[src/rtl/core/nine_point_stencil_apply_top_defines.svh]
// ----------------------------------------------------------------------------
// Nine-point stencil: assertion macros
// Shared concurrent check macros, clocked on clk and disabled during rst.
// ----------------------------------------------------------------------------
`ifndef NINE_POINT_STENCIL_APPLY_TOP_DEFINES_SVH
`define NINE_POINT_STENCIL_APPLY_TOP_DEFINES_SVH

// same-cycle implication
`define NSA_CHECK(label, ante, cons, msg) \
  label: assert property (@(posedge clk) disable iff (rst) (ante) |-> (cons)) \
    else $error(msg);

// next-cycle implication
`define NSA_CHECK_NEXT(label, ante, cons, msg) \
  label: assert property (@(posedge clk) disable iff (rst) (ante) |=> (cons)) \
    else $error(msg);

`endif

[src/rtl/core/nsa_pkg.sv]
// ----------------------------------------------------------------------------
// Nine-point stencil package
// Widths, types, register codes, reset values and arithmetic helpers.
// ----------------------------------------------------------------------------
package nsa_pkg;

  localparam int SAMPLE_W         = 24;
  localparam int COEF_W           = 16;
  localparam int COEF_REG_W       = 3 * COEF_W;
  localparam int GRID_W           = 6;
  localparam int IDX_W            = 5;
  localparam int RESULT_W         = 32;
  localparam int CFG_IDX_W        = 2;
  localparam int TAPS             = 3;
  localparam int PROD_W           = SAMPLE_W + COEF_W;
  localparam int ROW_W            = PROD_W + 2;
  localparam int TOTAL_W          = ROW_W + 2;
  localparam int FRAC_SHIFT       = 8;
  localparam int MAX_GRID_DEFAULT = 32;

  typedef logic signed [SAMPLE_W-1:0] sample_t;
  typedef logic signed [COEF_W-1:0]   coef_t;
  typedef logic [COEF_REG_W-1:0]      coef_reg_t;
  typedef logic signed [PROD_W-1:0]   prod_t;
  typedef logic signed [ROW_W-1:0]    row_sum_t;
  typedef logic signed [TOTAL_W-1:0]  total_t;
  typedef logic signed [RESULT_W-1:0] result_t;

  typedef enum logic [CFG_IDX_W-1:0] {
    REG_GRID_SIZE   = 2'd0,
    REG_COEF_ABOVE  = 2'd1,
    REG_COEF_CENTER = 2'd2,
    REG_COEF_BELOW  = 2'd3
  } reg_idx_t;

  localparam logic [GRID_W-1:0] GRID_SIZE_RESET   = 6'd16;
  localparam coef_reg_t         COEF_ABOVE_RESET  = 48'hFE00_FF00_FE00;
  localparam coef_reg_t         COEF_CENTER_RESET = 48'hFF00_0C00_FF00;
  localparam coef_reg_t         COEF_BELOW_RESET  = 48'hFE00_FF00_FE00;

  localparam total_t ROUND_BIAS = total_t'(1) <<< (FRAC_SHIFT - 1);
  localparam total_t RES_MAX    = total_t'(result_t'({1'b0, {(RESULT_W-1){1'b1}}}));
  localparam total_t RES_MIN    = total_t'(result_t'({1'b1, {(RESULT_W-1){1'b0}}}));

  // Grid position tag carried alongside each result
  typedef struct packed {
    logic [IDX_W-1:0] row;
    logic [IDX_W-1:0] col;
    logic             last;
  } tag_t;

  // Exact signed product of a Q12.12 sample and a Q8.8 weight
  function automatic prod_t mul_tap(sample_t s, coef_t w);
    prod_t a;
    prod_t b;
    a = prod_t'(s);
    b = prod_t'(w);
    return a * b;
  endfunction

  // Weight k of a packed register: 0 left, 1 centre, 2 right
  function automatic coef_t coef_pick(coef_reg_t word, int unsigned k);
    return coef_t'(word[COEF_REG_W - 1 - COEF_W * k -: COEF_W]);
  endfunction

endpackage

[src/rtl/core/nsa_cell.sv]
// ----------------------------------------------------------------------------
// Nine-point stencil line cell
// One sample of a line delay; loads the new word or takes its neighbor's.
// ----------------------------------------------------------------------------
module nsa_cell (
  input  logic             clk,
  input  logic             shift,
  input  logic             load,
  input  nsa_pkg::sample_t din,
  input  nsa_pkg::sample_t prev,
  output nsa_pkg::sample_t q
);

  always_ff @(posedge clk) begin
    if (shift) begin
      q <= load ? din : prev;
    end
  end

endmodule

[src/rtl/core/nsa_line.sv]
// ----------------------------------------------------------------------------
// Nine-point stencil line delay
// Chain of cells with a movable entry point; delay is DEPTH - inj_idx shifts.
// ----------------------------------------------------------------------------
module nsa_line #(
  parameter int DEPTH = nsa_pkg::MAX_GRID_DEFAULT + 1
) (
  input  logic                       clk,
  input  logic                       shift,
  input  logic [$clog2(DEPTH)-1:0]   inj_idx,
  input  nsa_pkg::sample_t           din,
  output nsa_pkg::sample_t           dout
);

  localparam int IW = $clog2(DEPTH);

  nsa_pkg::sample_t q [DEPTH];

  for (genvar i = 0; i < DEPTH; i++) begin : g_cell
    nsa_cell u_cell (
      .clk  (clk),
      .shift(shift),
      .load (IW'(i) == inj_idx),
      .din  (din),
      .prev ((i == 0) ? din : q[(i == 0) ? 0 : i - 1]),
      .q    (q[i])
    );
  end

  assign dout = q[DEPTH-1];

endmodule

[config.mk]
export PLATFORM = sky130hd
export DESIGN_NAME = nsa_line
export DESIGN_NICKNAME = d
export VERILOG_FILES = /design/src/rtl/core/nine_point_stencil_apply_top_defines.svh /design/src/rtl/core/nsa_pkg.sv /design/src/rtl/core/nsa_cell.sv /design/src/rtl/core/nsa_line.sv
export SDC_FILE = /design/constraint.sdc
export NUM_CORES = 1
export LEC_CHECK = 0
export BUFFER_PORTS_ARGS = -buffer_cell sky130_fd_sc_hd__buf_2
export CORE_ASPECT_RATIO = 0.9
export CORE_UTILIZATION = 62
export DETAILED_ROUTE_END_ITERATION = 7
export PLACE_DENSITY = 0.79
export SYNTH_ARGS = -nofsm -noshare
export SYNTH_HDL_FRONTEND = slang
export SYNTH_SLANG_ARGS = --single-unit
[constraint.sdc]
create_clock -name clk -period 4.4 [get_ports clk]
set_input_delay 0.22 -clock clk [delete_from_list [all_inputs] [get_ports clk]]
set_output_delay 0.22 -clock clk [all_outputs]
set_load 0.05 [all_outputs]
==> impl_metrics.csv, run 1 <==
group,metric,value,unit
outcome,outcome,"finished, final reports clean",
clock_network,clkTransAtPathRegs,0.06,ns
placed_design,io_buffers,55,
floorplanning,rows,81,
synthesis,syn_inst,1753,
final_layout,regMostFlops,"g_cell.u_cell.q",
placed_design,place_inst,2398,
clock_network,h-tree-depth,3,
worst_setup_path,critPathCaptureType,"flop",
placed_design,place_hpwl,32.6,mm
final_layout,stdcell_count,2535,
grt,antenna_found_initial,0,
synthesis,synth_flop_cell,"edfxtp_1",
synthesis,synth.avg_cell_area,19.5,µm²
final_layout,diodes,0,
final_layout,drive_gt1_share,48.7,%
synthesis,yosysSeqAreaShare,69.6,%
power_and_ir_drop,p_comb_share,5.6,%
timing,tightest_slew,1.32,ns
synthesis,syn_area,34100,µm²
floorplanning,pin_count,56,
timing,setup_viol_count_final,0,
final_layout,areaGrowthSynthToFinish,9.42,%
worst_setup_path,cp_max_fo,24,
worst_hold_path,hold_depth,1,
worst_setup_path,required,4.74,ns
power_and_ir_drop,clock_power_share,39.7,%
timing,fin_tns_setup,0,ns
power_and_ir_drop,ir_drop,0.285,mV
final_layout,biggestRegsByFlops,"g_cell.u_cell.q (792)",
worst_setup_path,critPathArrivalTime,3.31,ns
power_and_ir_drop,p_seq_share,54.7,%
grt,grt_pass1_wl,96.4,mm
power_and_ir_drop,swShare,20.4,%
clock_network,clock-sinks,792,
power_and_ir_drop,p_per_area,439,nW/µm²
route,drc,0,
clock_network,cts_tree,"built",
clock_network,ctsResizeCount,0,
placed_design,gp_congestion,0.776,
clock_network,cts_buffers,77,
worst_setup_path,start_kind,"input port",
clock_network,root_buffer,"clkbuf_16",
power_and_ir_drop,p_sw,3.35,mW
worst_setup_path,path_class,"in2reg",
floorplanning,die_w,249,µm
route,drt_wl_total,62.3,mm
flow_run,maxCapViolCount,0,
synthesis,synth_commonest_cells,"edfxtp_1, mux2_2, mux2_4",
synthesis,ys.warnings.count,0,
synthesis,synth_top_area_share,69.6,%
timing,fin_crit,2.97,ns
synthesis,synth_async_sr_flop_share,0,%
route,vias,15600,
route,ant_nets,0,
route,via_per_inst,6.15,
final_layout,fin_nets,1804,
timing,slew_headroom,11.1,%
power_and_ir_drop,p_leak,13.6,nW
clock_network,postCtsSetupRepairBufs,0,
grt,grt_max_degree,129,
timing,skew,0.0148,ns
floorplanning,die_area,56000,µm²
floorplanning,core_area,54300,µm²
timing,hold_viol_final,0,
final_layout,largest_reg_flops,792,
clock_network,clkLatencyLatePin,0.61,ns
grt,grtUsageTotal,22.7,%
synthesis,yosysUniqueCellTypes,22,
synthesis,yosysMostFrequentCell,"edfxtp_1",
clock_network,clockBufferDepth,3,
timing,rsz0062_at_grt,"false",
worst_setup_path,crit_slowest_cell,"nor4bb_1",
clock_network,ctsHoldBuffers,0,
synthesis,ys_seq_elements,792,
worst_setup_path,ff2ff_path_depth,1,
synthesis,synth-edff-count,792,
route,drt_iter0_drc,1594,
timing,fmax,337,MHz
grt,grt_pass1_vias,15700,
floorplanning,initial_core_util,62.9,%
worst_setup_path,cp_cell_sequence,"buf_2 > nor4bb_1 > nand2_1 > mux2_2",
timing,maxSlewViolCount,0,
grt,gr-total-overflow,0,
floorplanning,die_h,225,µm
final_layout,final_util,68.8,%
synthesis,syn-num-nets,1785,
synthesis,synth_top_area_cell,"edfxtp_1",
synthesis,synthTopCellsByArea,"edfxtp_1, mux2_2, mux2_4, mux2_1, clkbuf_1",
route,wire_per_inst,24.6,µm
power_and_ir_drop,intPower,13.1,mW
timing,finalCritPeriodShare,67.4,%
worst_hold_path,hold_path.class,"in2reg",
route,dr.pass1.iters,5,
worst_setup_path,slowest_delay,1.13,ns
metrics by stage:
step	hold slack [ns]	setup WS (ns)	instance area [µm²]	total power, mW
after floorplan	0.319	2.58	34100	9.66
after global placement	0.513	1.26	34900	9.99
final	0.179	1.43	37400	16.4
after global routing	0.180	1.42	37400	16.9
after detailed placement	0.514	1.12	34900	10.0
after CTS	0.142	1.67	37400	16.5
area by class of cell:
cell class / instances / area [µm²]
Clock buffer: 88 / 2010
Multi-Input combinational cell: 814 / 9640
Fill cell: 3336 / 17000
Clock inverter: 49 / 460
Sequential cell: 792 / 23800
Tap cell: 705 / 882
Timing Repair Buffer: 87 / 588
critical path, delay by kind of cell:
kind,cells,cell delay (ns)
simple gates,2,2.23
mux,1,0.60
buf+inv,1,0.24
worst paths after layout:
kind,startpoint,to,slack (ns)
hold / removal,din[13],g_cell[0].u_cell.q[13],0.18
setup reg to reg,g_cell[18].u_cell.q[19],g_cell[19].u_cell.q[19],3.37
setup / recovery,inj_idx[4],g_cell[27].u_cell.q[1],1.43
hold reg to reg,g_cell[28].u_cell.q[10],g_cell[29].u_cell.q[10],0.52
per-layer routing:
layer | GRT usage (%) | part of all wire [%] | vias up
met5 | 0 | 0 | -
met4 | 6.11 | 2.0 | 0
met3 | 5.10 | 6.7 | 93
met2 | 33.7 | 45 | 458
met1 | 34.0 | 46 | 8178
li1 | - | - | 6871
power groups by stage:
stage	sequential [mW]	clock [mW]	combinational, mW
floorplan	9.11	0	0.544
global placement	9.12	0	0.877
detailed placement	9.13	0	0.912
CTS	8.98	6.62	0.922
global route	9.01	6.89	0.984
finish	8.98	6.52	0.914
kinds of logic after synthesis:
family / Yosys count / share of synthesized area [%]
buf+inv: 147 / 2.19
flops: 792 / 69.6
mux: 768 / 27.1
simple gates: 46 / 1.08
cell usage in the layout (no fill, tap or decap):
master	netlist	final
clkbuf_1	75	9
clkinvlp_4	0	4
nor4b_2	1	1
edfxtp_1	792	792
clkinv_1	0	19
buf_4	2	27
nand4b_4	1	1
buf_8	0	1
mux2_1	90	90
mux2_2	518	518
nor4_2	1	1
and2_1	1	1
clkinv_2	0	16
nor4b_1	1	1
buf_12	0	5
nor4b_4	2	2
buf_2	54	54
nor3_4	0	1
nor4bb_1	3	3
inv_6	0	1
nand2_1	21	21
nor3b_4	0	2
mux2_4	160	160
nand2_4	8	8
nor2_2	1	2
bufinv_16	0	9
nor2b_1	2	2
clkbuf_16	0	79
No activity file was read; power rests on OpenSTA's default activity.
==> run 2, diff against run 1 <==
CORE_UTILIZATION = 57   (was 62)
PLACE_DENSITY = 0.76   (was 0.79)
clock period = 2.4 ns   (was 4.4 ns; I/O delays follow)
==> run 2 against run 1 <==
- sequential power is 83% higher
- combinational power increased by 93%
- first-iteration DRC count is 17% lower
- global-route usage down 1.1 points
- design area grew 1.8%
- clock skew rose by 0.0046 ns
- via count is 0.21% lower
- cell count up 4.5%
- utilization is 4.2 points lower
- register-to-register slack got worse by 2.0 ns
==> impl_metrics.csv, run 2 (synthesis gave the netlist of run 1 again) <==
group,metric,value,unit
route,via_per_inst,5.87,
grt,grt_pass1_wl,99.0,mm
worst_setup_path,critPathArrivalTime,1.74,ns
final_layout,drive_gt1_share,49.5,%
worst_setup_path,ff2ff_path_depth,1,
placed_design,pre_cts_ws,0.451,ns
floorplanning,die_h,234,µm
route,routed.top_layer,"met5",
grt,grtUsageTotal,21.5,%
final_layout,layout_common_cells,"edfxtp_1, mux2_2, mux2_4",
worst_hold_path,hold_depth,1,
flow_run,maxCapViolCount,0,
worst_setup_path,rr_endpoint,"g_cell[24].u_cell.q[1]",
worst_hold_path,hp-start,"din[3]",
timing,skew,0.0194,ns
timing,setup_viol_count_final,0,
route,wire_per_inst,23.9,µm
placed_design,place_inst,2507,
power_and_ir_drop,p_sw,6.21,mW
grt,grt_max_degree,107,
clock_network,root_buffer,"clkbuf_16",
final_layout,biggestRegsByFlops,"g_cell.u_cell.q (792)",
route,dr.pass1.iters,5,
power_and_ir_drop,p_seq_share,54.2,%
final_layout,areaGrowthSynthToFinish,11.3,%
power_and_ir_drop,clock_power_share,40.0,%
timing,rsz0062_at_grt,"false",
floorplanning,die_w,260,µm
timing,fin_tns_setup,0,ns
worst_hold_path,worstHoldEndpoint,"g_cell[0].u_cell.q[3]",
floorplanning,core_area,58900,µm²
timing,slew_headroom,42.7,%
route,ant_nets,0,
floorplanning,die_area,60900,µm²
worst_setup_path,cp_max_fo,14,
worst_setup_path,required,2.75,ns
route,wl_met3,3.42,mm
power_and_ir_drop,ir_drop,0.549,mV
clock_network,h-tree-depth,3,
worst_setup_path,crit_slowest_cell,"nor4b_2",
worst_setup_path,critPathCaptureType,"flop",
worst_setup_path,path_class,"in2reg",
worst_setup_path,r2r_slack,1.39,ns
worst_setup_path,start_kind,"input port",
clock_network,clkTransAtPathRegs,0.06,ns
route,drt_iter0_drc,1319,
power_and_ir_drop,p_comb_share,5.8,%
final_layout,fin_nets,1847,
final_layout,largest_reg_flops,792,
floorplanning,rows,84,
route,dr_wl_met2,29.0,mm
route,vias,15600,
clock_network,cts_tree,"built",
clock_network,clkLatencyLatePin,0.62,ns
floorplanning,pin_count,56,
timing,finalCritPeriodShare,57.8,%
grt,grt_pass1_vias,15900,
worst_setup_path,cp_cell_sequence,"buf_2 > nor4b_2 > nand2_1 > buf_4 > mux2_1",
grt,gr-total-overflow,0,
power_and_ir_drop,swShare,20.5,%
worst_setup_path,critPathBufInv,2,
clock_network,clockBufferDepth,3,
outcome,outcome,"finished, final reports clean",
final_layout,regMostFlops,"g_cell.u_cell.q",
timing,hold_viol_final,0,
placed_design,gp_congestion,0.829,
timing,tightest_slew,0.860,ns
placed_design,io_buffers,55,
power_and_ir_drop,intPower,24.1,mW
power_and_ir_drop,p_per_area,798,nW/µm²
timing,fin_crit,1.39,ns
worst_setup_path,critical-path-top-delay-family,"simple AND/OR/NAND/NOR gates",
timing,fmax,721,MHz
final_layout,stdcell_count,2650,
final_layout,diodes,0,
route,drc,0,
grt,antenna_found_initial,2,
timing,finalWorstSetupSlack,1.01,ns
timing,maxSlewViolCount,0,
placed_design,place_hpwl,34.6,mm
clock_network,clock-sinks,792,
worst_setup_path,slowest_delay,0.57,ns
route,wl_met1,29.8,mm
floorplanning,initial_core_util,58.0,%
route,drt_wl_total,63.5,mm
worst_setup_path,r2r-start,"g_cell[23].u_cell.q[1]",
clock_network,cts_buffers,79,
power_and_ir_drop,p_leak,13.9,nW
worst_hold_path,hold_path.class,"in2reg",
final_layout,final_common_cell,"edfxtp_1",
==> run 2: changes by cell type in the layout (fill, tap and decap cells not counted), sizes merged <==
cell | previous run | this run
buf | 87 | 127
clkinv | 35 | 25
clkinvlp | 4 | 3
clkbuf | 88 | 104
dlygate4sd3 | 0 | 1
bufinv | 9 | 8
inv | 1 | 2
==> run 2: final cells by class <==
class                           count  area (µm²)
Tap cell                          774         968
Fill cell                        3874       20800
Timing Repair Buffer              128        1100
Clock inverter                     38         398
Sequential cell                   792       23800
Clock buffer                      104        2130
Multi-Input combinational cell    814        9640
==> run 2: how the worst max path moves through the flow <==
stage,start,slack (ns),end,cells after the start
3_3_place_gp,inj_idx[3],0.50,g_cell[16].u_cell.q[20],5
3_5_place_dp,inj_idx[4],0.45,g_cell[16].u_cell.q[21],5
2_1_floorplan,inj_idx[2],0.68,g_cell[10].u_cell.q[10],5
6_report,inj_idx[4],1.01,g_cell[16].u_cell.q[21],5
4_1_cts,g_cell[32].u_cell.q[5],0.99,dout[5],1
5_1_grt,g_cell[32].u_cell.q[5],0.98,dout[5],1
==> run 2: what timing repair did <==
item                                   4_1_cts  5_1_grt
resized for setup                            0        0
buffers inserted                             0        0
hold buffers                                 1        0
endpoints found under the hold margin       15        0
==> run 2: layer usage <==
metal  up-vias  GRT usage, %
met2       373          32.2
met3        94          4.32
li1       6993             -
met1      8103          32.3
met4         4          5.64
met5         -             0
==> run 2: power by group through the flow <==
stage / Clock (mW) / Sequential, mW / Combinational [mW]
floorplan: 0 / 16.7 / 0.998
global placement: 0 / 16.7 / 1.70
detailed placement: 0 / 16.7 / 1.76
CTS: 12.4 / 16.4 / 1.78
global route: 12.8 / 16.5 / 1.89
finish: 12.1 / 16.4 / 1.76
==> run 2: per-stage QoR <==
step | area (µm²) | hold slack, ns | util, % | power (mW)
after global routing | 38000 | 0.0803 | 64.6 | 31.2
after detailed placement | 35500 | 0.512 | 60.3 | 18.5
final | 38000 | 0.0884 | 64.6 | 30.3
after global placement | 35500 | 0.513 | 60.3 | 18.4
after CTS | 38000 | 0.0510 | 64.6 | 30.6
after floorplan | 34100 | 0.219 | - | 17.7
==> run 3, diff against run 2 <==
CORE_UTILIZATION = 62   (was 57)
PLACE_DENSITY = 0.79   (was 0.76)
clock period = 1.38 ns   (was 2.4 ns; I/O delays follow)
==> run 3 against run 2 <==
- first-iteration DRC count shrank 1.2%
- hold slack lost 0.049 ns
- register-to-register slack lost 1.0 ns
- clock power grew 64%
- cell count shrank 0.60%
- flip-flop and latch count is the same
- sequential share of layout area shrank 1.8 points
- setup slack lost 0.98 ns
- critical path type unchanged
- global-route usage grew 2.7 points
- clock-buffer cell count shrank 2
- utilization grew 7.4 points
- largest power group unchanged
- highest routed layer is now met4
==> impl_metrics.csv, run 3 (synthesis gave the netlist of run 1 again) <==
group,metric,value,unit
floorplanning,rows,81,
route,wire_per_inst,25.0,µm
floorplanning,die_w,249,µm
worst_setup_path,critPathArrivalTime,1.72,ns
timing,fin_crit,1.35,ns
timing,finalWorstSetupSlack,0.0284,ns
route,drt_wl_total,65.7,mm
worst_setup_path,cp_max_fo,13,
clock_network,root_buffer,"clkbuf_16",
grt,grt_max_degree,73,
power_and_ir_drop,ir_drop,0.984,mV
final_layout,regMostFlops,"g_cell.u_cell.q",
power_and_ir_drop,p_leak,14.7,nW
floorplanning,pin_count,56,
grt,grtUsageTotal,24.2,%
timing,rsz0062_at_grt,"false",
placed_design,io_buffers,55,
worst_setup_path,critPathCaptureType,"flop",
timing,slew_headroom,42.6,%
worst_hold_path,hold_path.class,"in2reg",
flow_run,maxCapViolCount,0,
worst_setup_path,r2r_slack,0.38,ns
clock_network,postCtsSetupRepairBufs,0,
clock_network,clockBufferDepth,3,
placed_design,place_inst,2493,
route,drc,0,
route,dr.pass1.iters,5,
clock_network,cts_buffers,78,
timing,fin_tns_setup,0,ns
final_layout,final_common_cell,"edfxtp_1",
route,drt_iter0_drc,1303,
final_layout,biggestRegsByFlops,"g_cell.u_cell.q (792)",
grt,grt_pass1_wl,102,mm
placed_design,gp_congestion,0.803,
grt,antenna_found_initial,3,
timing,timing.hold.ws,0.0398,ns
floorplanning,core_area,54300,µm²
final_layout,stdcell_count,2634,
timing,setup_viol_count_final,0,
timing,finalCritPeriodShare,97.9,%
grt,gr-total-overflow,0,
floorplanning,initial_core_util,62.9,%
final_layout,drive_gt1_share,52.2,%
grt,grt_pass1_vias,16500,
route,vias,16000,
clock_network,clkTransAtPathRegs,0.06,ns
route,ant_nets,0,
clock_network,h-tree-depth,3,
power_and_ir_drop,power,51.7,mW
clock_network,clkLatencyLatePin,0.63,ns
final_layout,largest_reg_flops,792,
floorplanning,die_area,56000,µm²
final_layout,fin_nets,1905,
timing,fmax,740,MHz
clock_network,cts_tree,"built",
timing,maxSlewViolCount,0,
final_layout,layout_common_cells,"edfxtp_1, mux2_2, mux2_4",
placed_design,pre_cts_ws,-0.639,ns
outcome,outcome,"finished, final reports clean",
final_layout,areaGrowthSynthToFinish,14.6,%
worst_setup_path,path_class,"in2reg",
clock_network,clock-sinks,792,
timing,hold_viol_final,0,
timing,tightest_slew,0.861,ns
placed_design,place_hpwl,38.0,mm
worst_setup_path,required,1.75,ns
power_and_ir_drop,p_per_area,1320,nW/µm²
timing,skew,0.0127,ns
worst_setup_path,start_kind,"input port",
route,via_per_inst,6.07,
floorplanning,die_h,225,µm
-- run 3: cell count changes in the layout (fill, tap and decap cells not counted), moves of 4 or more --
cell	previous run	this run
mux2_4	160	210
mux2_1	90	80
buf_4	51	55
mux2_2	518	478
dlygate4sd3_1	1	5
buf_12	21	72
bufinv_16	8	2
nand2_4	8	21
nand2_1	21	7
-- run 3: per-stage QoR --
| step | utilization, % | area, µm² |
|---|---|---|
| 3_3_place_gp | 67.7 | 36800 |
| 5_1_grt | 72.0 | 39100 |
| 4_1_cts | 72.0 | 39100 |
| 3_5_place_dp | 67.7 | 36800 |
| 6_report | 72.0 | 39100 |
| 2_1_floorplan | - | 34700 |
-- run 3: report_power, final --
| group | internal, mW | switching, mW | leakage (nW) |
|---|---|---|---|
| Sequential | 28.2 | 0.419 | 7.75 |
| Clock | 11.1 | 8.69 | 1.13 |
| Combinational | 1.59 | 1.74 | 5.80 |
| Total | 40.9 | 10.8 | 14.7 |
-- run 3: final cells by class --
| type | instances | area, µm² |
|---|---|---|
| Fill cell | 3127 | 15200 |
| Clock inverter | 31 | 210 |
| Clock buffer | 102 | 2110 |
| Tap cell | 705 | 882 |
| Antenna cell | 3 | 7.51 |
| Sequential cell | 792 | 23800 |
| Timing Repair Buffer | 187 | 2190 |
| Multi-Input combinational cell | 814 | 9960 |
-- run 3: final timing paths --
path / cells past startpoint / start / end
max: 6 / inj_idx[4] / g_cell[24].u_cell.q[7]
min: 1 / din[6] / g_cell[0].u_cell.q[6]
max reg2reg: 1 / g_cell[19].u_cell.q[19] / g_cell[20].u_cell.q[19]
min reg2reg: 1 / g_cell[15].u_cell.q[19] / g_cell[16].u_cell.q[19]
-- run 3: timing repair --
action                                  in CTS  in global routing
hold buffers                                 5                  0
endpoints found under the setup margin       0                 24
endpoints found under the hold margin       89                  0
gates resized for setup                      0                  1
-- run 3: critical path, cell delays in order --
cell and delay [ns]:
buf_2 0.24, nor4bb_2 0.55, buf_4 0.29, nand2_4 0.09
buf_12 0.16, mux2_2 0.31
-- run 3: layer usage --
layer  vias up  global-route usage (%)  part of all wire (%)
met2       440                    35.9                    46
met1      8356                    36.4                    46
met5         -                       0                     0
met3        88                    4.91                   6.1
met4         0                    7.53                   1.9
li1       7111                       -                     -
